## config.mk

```make
export PLATFORM = sky130hd
export DESIGN_NAME = lpbd_ctrl
export DESIGN_NICKNAME = d
export VERILOG_FILES = /design/src/sv/lpbd_pkg.sv /design/src/sv/lpbd_ctrl.sv
export SDC_FILE = /design/constraint.sdc
export NUM_CORES = 1
export LEC_CHECK = 0
export BUFFER_PORTS_ARGS = -buffer_cell sky130_fd_sc_hd__buf_4
export CAP_MARGIN = 20
export CORE_AREA = 3 3 40 42
export CTS_CLUSTER_DIAMETER = 150
export DETAILED_ROUTE_END_ITERATION = 10
export DIE_AREA = 0 0 43 45
export REMOVE_ABC_BUFFERS = 1
export SLEW_MARGIN = 20
export SYNTH_ARGS = -nofsm -noshare
export SYNTH_HDL_FRONTEND = slang
export SYNTH_SLANG_ARGS = --single-unit
```

## constraint.sdc

```tcl
create_clock -name clk -period 3.5 [get_ports clk]
set_clock_uncertainty 0.05 [all_clocks]
set_input_delay 0.35 -clock clk [delete_from_list [all_inputs] [get_ports clk]]
set_output_delay 0.35 -clock clk [all_outputs]
set_load 0.005 [all_outputs]
```

## src/sv/lpbd_pkg.sv

```systemverilog
`timescale 1ns / 1ps
package lpbd_pkg;
	localparam int FILE_ID_BITS = 8;
	localparam int PAGE_BITS = 20;

	localparam logic [2:0] MODE_GET = 3'd0;
	localparam logic [2:0] MODE_DIRTY = 3'd1;
	localparam logic [2:0] MODE_PROBE = 3'd2;
	localparam logic [2:0] MODE_DISCARD = 3'd3;
	localparam logic [2:0] MODE_FLUSH_PAGE = 3'd4;
	localparam logic [2:0] MODE_FLUSH_FILE = 3'd5;

	localparam logic [1:0] KIND_REPLY = 2'd0;
	localparam logic [1:0] KIND_WRITEBACK = 2'd1;
	localparam logic [1:0] KIND_FILL = 2'd2;

	// controller to datapath
	typedef struct packed {
		logic load;       // capture request, run lookup
		logic make_recent;
		logic insert;     // fill popped slot
		logic release_s;  // invalidate hit or victim slot
		logic set_dirty;
		logic clear_dirty;
		logic use_victim; // release and writeback target victim instead of hit
		logic scan_next;  // advance flush-file scan
		logic emit;       // load output register
		logic [1:0] kind;
		logic last;
	} dp_cmd_t;

	// datapath to controller
	typedef struct packed {
		logic [2:0] mode;
		logic hit;
		logic hit_dirty;
		logic full;
		logic victim_dirty;
		logic scan_found;
		logic scan_more;
		logic out_busy;
	} dp_status_t;
endpackage

```

## src/sv/lpbd_ctrl.sv

```systemverilog
`timescale 1ns / 1ps
module lpbd_ctrl (
	input logic clk,
	input logic arst_n,
	input logic in_valid,
	output logic in_ready,
	input lpbd_pkg::dp_status_t status,
	output lpbd_pkg::dp_cmd_t cmd
);
	typedef enum logic [2:0] {
		S_IDLE, S_DECIDE, S_EVICT, S_FILL, S_SCAN, S_FLUSH_REPLY
	} state_t;
	state_t state_q;

	assign in_ready = state_q == S_IDLE;

	always_comb begin
		cmd = '0;
		cmd.load = in_valid && state_q == S_IDLE;
		if (!status.out_busy) begin
			case (state_q)
				S_DECIDE: begin
					case (status.mode)
						lpbd_pkg::MODE_GET: begin
							if (status.hit) begin
								cmd.make_recent = 1'b1;
								cmd.emit = 1'b1;
								cmd.last = 1'b1;
							end else if (status.full && status.victim_dirty) begin
								cmd.emit = 1'b1;
								cmd.kind = lpbd_pkg::KIND_WRITEBACK;
								cmd.use_victim = 1'b1;
							end
						end
						lpbd_pkg::MODE_FLUSH_FILE: ;
						lpbd_pkg::MODE_DIRTY, lpbd_pkg::MODE_PROBE, lpbd_pkg::MODE_DISCARD: begin
							cmd.emit = 1'b1;
							cmd.last = 1'b1;
							cmd.set_dirty = status.hit && status.mode == lpbd_pkg::MODE_DIRTY;
							cmd.release_s = status.hit && status.mode == lpbd_pkg::MODE_DISCARD;
						end
						lpbd_pkg::MODE_FLUSH_PAGE: begin
							cmd.emit = 1'b1;
							if (status.hit && status.hit_dirty) begin
								cmd.kind = lpbd_pkg::KIND_WRITEBACK;
								cmd.clear_dirty = 1'b1;
							end else
								cmd.last = 1'b1;
						end
						default: begin
							cmd.emit = 1'b1;
							cmd.last = 1'b1;
						end
					endcase
				end
				S_FILL: begin
					cmd.insert = 1'b1;
					cmd.emit = 1'b1;
					cmd.kind = lpbd_pkg::KIND_FILL;
					cmd.last = 1'b1;
				end
				S_SCAN: begin
					cmd.emit = 1'b1;
					if (status.scan_found) begin
						cmd.kind = lpbd_pkg::KIND_WRITEBACK;
						cmd.scan_next = 1'b1;
						cmd.last = !status.scan_more;
					end else
						cmd.last = 1'b1;
				end
				S_FLUSH_REPLY: begin
					cmd.emit = 1'b1;
					cmd.last = 1'b1;
				end
				default: ;
			endcase
		end
		// eviction needs no output slot
		if (state_q == S_EVICT) begin
			cmd.use_victim = 1'b1;
			cmd.release_s = 1'b1;
		end
	end

	always_ff @(posedge clk or negedge arst_n) begin
		if (!arst_n) begin
			state_q <= S_IDLE;
		end else begin
			case (state_q)
				S_IDLE: if (in_valid) state_q <= S_DECIDE;
				S_DECIDE: begin
					if (status.mode == lpbd_pkg::MODE_FLUSH_FILE)
						state_q <= S_SCAN;
					else if (!status.out_busy) begin
						if (status.mode == lpbd_pkg::MODE_GET && !status.hit)
							state_q <= status.full ? S_EVICT : S_FILL;
						else if (status.mode == lpbd_pkg::MODE_FLUSH_PAGE && status.hit
							&& status.hit_dirty)
							state_q <= S_FLUSH_REPLY;
						else
							state_q <= S_IDLE;
					end
				end
				S_EVICT: state_q <= S_FILL;
				S_FILL, S_FLUSH_REPLY: if (!status.out_busy) state_q <= S_IDLE;
				S_SCAN: if (!status.out_busy && (!status.scan_found || !status.scan_more))
					state_q <= S_IDLE;
				default: state_q <= S_IDLE;
			endcase
		end
	end

	a_one_action: assert property (@(posedge clk) disable iff (!arst_n)
		$onehot0({cmd.insert, cmd.release_s, cmd.make_recent})) else $error("conflicting updates");
	a_evict_then_fill: assert property (@(posedge clk) disable iff (!arst_n)
		state_q == S_EVICT |=> state_q == S_FILL) else $error("eviction not followed by fill");
	a_load_idle: assert property (@(posedge clk) disable iff (!arst_n)
		cmd.load |-> state_q == S_IDLE) else $error("load outside idle");
endmodule
```

# [Yosys cells after proc, flatten, opt, wreduce, memory -nomap -nowiden]
# Cells that the tools add are included.
[word_totals] ff_bits=3 output_inout_bits=13 elab_cells=73
[classes] eq_ne=14 mux=38 reduce_logical=20
[ops] op="$mux W3" n=8
[ops] op="$mux W1" n=19
[ops] op="$pmux W3 S5" n=1
[ops] op="$eq A3 B2 Y1 const B" n=4
[ops] op="$eq A3 B3 Y1 const B" n=4
[ops] op="$mux W11" n=1
[ops] op="$logic_and A1 B1 Y1" n=9
[ops] op="$eq A3 B1 Y1 const B" n=2
[ops] op="$logic_not A3 Y1" n=2
[ops] op="$ne A2 B2 Y1 const B" n=3
[ops] op="$pmux W1 S3" n=2
[ops] op="$pmux W2 S3" n=1
[ops] op="$reduce_or A3 Y1" n=2
[ops] op="$logic_not A1 Y1" n=4
[ops] op="$mux W2" n=2
[ops] op="$mux W4" n=1
[ops] op="$pmux W1 S2" n=2
[ops] op="$pmux W2 S2" n=1
[ops] op="$reduce_and A4 Y1" n=1
[ops] op="$ne A3 B3 Y1 const B" n=1
[ops] op="$reduce_or A2 Y1" n=1
[ops] op="$logic_or A1 B1 Y1" n=1

# [Depth between registers and ports, before layout]
# Gate-level depths: netlist (run 1).
[logic_depth] word_depth=8 depth_mapped=5 depth_no_buf=4

# [Worst setup path after synthesis (run 1)]
# OpenSTA, ideal clock, no wires.
[synth_path] path_type="input port to output port" startpoint="input port status[7] (netlist name)" endpoint="output port cmd[8] (netlist name)" arrival_ps=1232 required_time_ps=3100 setup_slack_ps=1868 path_stages=4 cell_sequence="clkbuf_1 -> nand4b_1 -> or3b_1 -> a21oi_1"
[synth_rtl] element="from (decl)" line="lpbd_ctrl.sv:7" source="input lpbd_pkg::dp_status_t status,"
[synth_rtl] element="to (decl)" line="lpbd_ctrl.sv:8" source="output lpbd_pkg::dp_cmd_t cmd"

==> key figures, run 1 <==
Route
  – Initial DRC count: 21
  – Post-DR wirelength/cell: 11.5 µm
  – Routed wire length: 1200 µm
  – Remaining antenna violation count: 0
  – Vias per cell: 5.35
  – First-pass iteration count of the detailed router: 4
  – Drt drc: 0
  – Total number of vias: roughly 560

Synth
  – Yosys warnings: 0
  – Ys flop type: dfrtp_1
  – Number of synthesized flops with an enable pin: 0
  – Asr flop ratio synth: 1.00
  – Post-Synthesis Cells: 64
  – Syn Area/Cell: just under 7 µm²
  – FF+latch count, synth: 3
  – Sequential share of the synthesized area: 0.171
  – Post-synthesis cell type count: 29
  – Post-Syn Area: 439 µm²

Clocking
  – Clock Latency Late Sink: 0.22 ns
  – Postcts setup bufs: 0
  – Max clock buf depth: 2
  – CTS-repair resized insts: 0
  – CTS tree: yes
  – Clock Tree Root: clkbuf_4
  – Total CTS buffers: 3
  – Clock Pin Slew Worst Setup and Hold Paths: 0.03 ns
  – Clk sink count: 3
  – H-tree level count: 1

Setup path
  – Worst setup EP type: output pin
  – Reg2reg path depth: 4
  – Critical R2R Launch: state_q[2]
  – Slowest cell on the critical path: dfrtp_1
  – Crit-path max cell delay: 0.53 ns
  – Crit path capture: cmd[8]
  – CP Launch Type: flop
  – CP max FO: 12
  – FF-to-FF End: state_q[1]
  – Cell count along the critical path: 5
  – Setup CP Type: reg2out
  – R2R setup slack: between 1.5 and 2 ns
  – Critical Path AT: roughly 1.9 ns
  – Origin of the worst setup path: state_q[0]
  – Worst Path Buf+Inv: 1
  – Delay-heaviest family, CP: simple AND/OR/NAND/NOR gates
  – Crit path required time: 3.10 ns
  – CP cell instances: nor2b_2 > nand4b_1 > or3b_1 > a21oi_1 > buf_4

Timing
  – Max-slew headroom at the worst pin: 0.652
  – Worst-Margin Slew: 0.522 ns
  – Max Clk Rate: about 0.44 GHz
  – RSZ-0062 raised after global routing: false
  – Final-report hold violation count: 0
  – Minimum clock period: 2.26 ns
  – Setup WS post-layout: 1.24 ns
  – Final Cycle Share: 0.645
  – Max Transition Viols Final: 0
  – Setup Viol. Count Final: 0
  – Setup tns final: 0 ns

Die
  – # rows: 13
  – Ports: 26
  – Die area: 1940 µm²
  – Die Height: 45 µm
  – Die width: 43 µm
  – Total core area: 1280 µm²
  – Starting Density: 0.342

Global route
  – Number of global-route vias before repair: 485
  – Largest net degree at the start of global routing: 18
  – First-pass GRT wire length: 2070 µm
  – Initial antenna violation count: 0
  – Gr usage total: 0.131
  – Grt ovf: 0

Layout
  – # nets final: between 100 and 150
  – Antenna cells: 0
  – Fin cells: roughly 100
  – Syn-to-layout area delta: 49.0%
  – Commonest non-fill, non-tap cells in the layout: buf_4, nand2_1, nor2_1
  – Layout cells sized above 1: 0.360
  – Top reg by flops: state_q
  – Max FFs per register: 3
  – Commonest non-fill, non-tap cell in the layout: buf_4
  – Design area: around 650 µm²
  – Leading registers by flop count: state_q (3)

Place
  – Post-DP HPWL: 952 µm
  – GP Congestion: 0.820
  – Dpl cell area: around 600 µm²
  – Placed cells: 99
  – Buffers on Ports: 25
  – Pre-CTS setup slack: approximately 1.5 ns

Pwr
  – Leakage: 0.000309 µW
  – Max VDD drop: between 0.2 and 0.25 mV
  – PwrDens: 434 nW/µm²

Job
  – MaxCap Viol Count: 0

Hold path
  – Hold crit path type: in2async

Outcome
  – Status: finished clean
[worst min path at each step]
| stage | startpoint | end | slack, ns | depth (start not counted) |
|---|---|---|---|---|
| after CTS | arst_n | state_q[1] | 0.40 | 2 |
| final | arst_n | state_q[0] | 0.40 | 2 |
| after global routing | arst_n | state_q[1] | 0.40 | 2 |
| after detailed placement | arst_n | state_q[1] | 0.09 | 1 |
| after floorplan | arst_n | state_q[0] | 0.004 | 0 |
| after global placement | arst_n | state_q[0] | 0.09 | 1 |
[cell usage after synthesis, types with 2 or more instances]
cell type / instances / area [µm²]
dfrtp_1: 3 / 75.1
nor2_1: 6 / 22.5
a21o_1: 2 / 15.0
o21ai_1: 4 / 20.0
clkbuf_1: 3 / 11.3
nor4_1: 3 / 18.8
a21oi_1: 5 / 25.0
nand3_1: 2 / 10.0
nand2_1: 7 / 26.3
inv_1: 2 / 7.51
a31oi_1: 4 / 25.0
nor3_1: 4 / 20.0
nor3b_1: 2 / 15.0
and3_1: 2 / 12.5
[logic make-up after synthesis]
family | after synthesis | synth area share
compound gates | 19 | 0.296
buf+inv | 7 | 0.0798
flops | 3 | 0.171
simple gates | 35 | 0.453
[worst register-to-register path: cells and delay by family, from the launching register on]
family | cells | cell delay (ns)
AOI/OAI and AO/OA | 3 | 0.56
DFF | 1 | 0.66
and+or+nand+nor | 1 | 0.30
[layout make-up]
type                            count  area [µm²]
Clock buffer                        4        26.3
Fill cell                         137         631
Inverter                            2        7.51
Multi-Input combinational cell     54         329
Sequential cell                     3        75.1
Tap cell                           15        18.8
Timing Repair Buffer               26         198
[power by group]
group	total, µW	switching (µW)	leakage (µW)	internal (µW)
clock	57.4	14.9	0.0000150	42.5
sequential	83.3	38.2	0.0000391	45.2
combinational	143	66.3	0.000255	76.7
total	284	119	0.000309	164
[stage by stage]
stage	total power (µW)	utilization	hold slack, ns
6_report	284	0.509	0.403
5_1_grt	311	0.509	0.402
4_1_cts	287	0.509	0.396
2_1_floorplan	153	-	0.00441
3_5_place_dp	227	0.481	0.0909
3_3_place_gp	227	0.481	0.0903
[per-layer routing]
| layer | vias to the layer above | wire [µm] | global-route usage |
|---|---|---|---|
| li1 | 292 | - | - |
| met1 | 246 | 566 | 0.193 |
| met2 | 18 | 545 | 0.201 |
| met3 | 0 | 83 | 0.0199 |
| met4 | 0 | 0 | 0.0301 |
| met5 | - | 0 | 0 |
[repair_timing]
item	CTS	global route
endpoints found under the setup margin	0	0
hold endpoints to repair	3	0
hold buffers	1	0
No activity file was read; power rests on OpenSTA's default activity.
==> run 2, diff against run 1 <==
Clock period 3.5 ns to 2.2 ns, I/O delays scaled along.
==> key figures, run 2 (same netlist as run 1, synthesis figures left out) <==
Setup path
  – Critical Path AT: ~1.7 ns
  – CP Launch Type: flop
  – Crit path required time: between 1.5 and 2 ns
  – Origin of the worst setup path: state_q[1]
  – Slowest cell on the critical path: dfrtp_1
  – Critical R2R Launch: state_q[2]
  – Setup CP Type: reg2out
  – Crit path capture: cmd[3]
  – Worst setup EP type: output pin
  – Reg2reg path depth: 4
  – Crit-path max cell delay: 0.61 ns
  – FF-to-FF End: state_q[1]
  – CP max FO: 15
  – CP cell instances: nor2_1 > a31oi_1 > a21oi_1 > nor2b_1 > buf_4
  – Delay-heaviest family, CP: flip-flops
  – R2R setup slack: 0.51 ns
  – Worst Path Buf+Inv: 1
  – Cell count along the critical path: 5

Pwr
  – Max VDD drop: 0.477 mV
  – PwrDens: 713 nW/µm²
  – Power Total: 472 µW
  – Leakage: 0.000314 µW

Timing
  – Setup Viol. Count Final: 0
  – Final-report hold violation count: 0
  – Setup tns final: 0 ns
  – Final Cycle Share: 0.897
  – Minimum clock period: 1.97 ns
  – RSZ-0062 raised after global routing: false
  – Setup WS post-layout: 0.226 ns
  – Max Clk Rate: 0.507 GHz
  – Max-slew headroom at the worst pin: 0.656
  – Worst-Margin Slew: 0.516 ns
  – Max Transition Viols Final: 0

Global route
  – Grt ovf: 0
  – First-pass GRT wire length: 1970 µm
  – Gr usage total: 0.132
  – Number of global-route vias before repair: 469
  – Initial antenna violation count: 0
  – Largest net degree at the start of global routing: 18

Hold path
  – Hold crit path type: in2async

Layout
  – Antenna cells: 0
  – Commonest non-fill, non-tap cell in the layout: buf_4
  – Commonest non-fill, non-tap cells in the layout: buf_4, nand2_1, nor2_1
  – Max FFs per register: 3
  – Design area: 662 µm²
  – Layout cells sized above 1: 0.367
  – Syn-to-layout area delta: 50.7%
  – # nets final: about 100
  – Top reg by flops: state_q
  – Leading registers by flop count: state_q (3)

Route
  – Remaining antenna violation count: 0
  – Routed wire length: 1270 µm
  – Drt drc: 0
  – Post-DR wirelength/cell: 12.1 µm
  – Vias per cell: 5.10
  – Total number of vias: 535
  – Initial DRC count: 12
  – First-pass iteration count of the detailed router: 4

Place
  – Pre-CTS setup slack: 0.466 ns
  – Buffers on Ports: 25
  – Dpl cell area: 626 µm²
  – GP Congestion: 0.837
  – Post-DP HPWL: about 1000 µm

Die
  – Ports: 26
  – Starting Density: 0.342
  – # rows: 13
  – Die width: 43 µm
  – Die area: 1940 µm²
  – Die Height: 45 µm
  – Total core area: between 1000 and 1500 µm²

Outcome
  – Status: finished clean

Clocking
  – Clk sink count: 3
  – CTS-repair resized insts: 0
  – Clock Tree Root: clkbuf_4
  – Clock Pin Slew Worst Setup and Hold Paths: 0.04 ns
  – Postcts setup bufs: 0
  – H-tree level count: 1
  – CTS tree: yes
  – Max clock buf depth: 2
  – Clock Latency Late Sink: 0.23 ns
  – Total CTS buffers: 3

Job
  – MaxCap Viol Count: 0
## run 2: cell types whose count changed in the layout (fill, tap and decap cells not counted)
| cell | delta |
|---|---|
| buf_4 | +1 |
## run 2: what timing repair did
item / in CTS / in global routing
hold buffers: 1 / 0
setup endpoints to repair: 0 / 0
endpoints found under the hold margin: 3 / 0
## run 2: worst min-delay path by stage
stage,start,endpoint,depth (start not counted)
after floorplan,arst_n,state_q[0],0
after global placement,arst_n,state_q[0],1
after detailed placement,arst_n,state_q[0],1
after CTS,arst_n,state_q[0],2
after global routing,arst_n,state_q[0],2
final,arst_n,state_q[0],2
## run 2: metrics by stage
stage,hold slack (ns),util,cells
2_1_floorplan,-0.126,-,59
3_3_place_gp,-0.0395,0.487,100
3_5_place_dp,-0.0383,0.487,100
4_1_cts,0.257,0.515,105
5_1_grt,0.269,0.515,105
6_report,0.264,0.515,105
## run 2: cell type report
cell class	instances	area, µm²
multi-input cells	54	329
flip-flops and latches	3	75.1
inverters	2	7.51
fillers	134	623
repair buffers	27	205
well taps	15	18.8
clock buffers	4	26.3
## run 2: power by group
group,switching (µW),internal (µW),total [µW]
Combinational,133,134,267
Sequential,37.1,72.1,109
Clock,27.6,67.9,95.5
## run 2: worst reg2reg max path, stage by stage, from the launching register on
cell and delay [ns]:
dfrtp_1 0.65, and4b_1 0.29, a2bb2oi_2 0.20, o21ai_1 0.12
a41o_1 0.26
## run 2: per-layer routing
metal	wire (µm)	GRT usage	up-vias
li1	-	-	289
met1	605	0.176	226
met2	566	0.201	20
met3	102	0.0598	0
met4	0	0.0181	0
met5	0	0	-
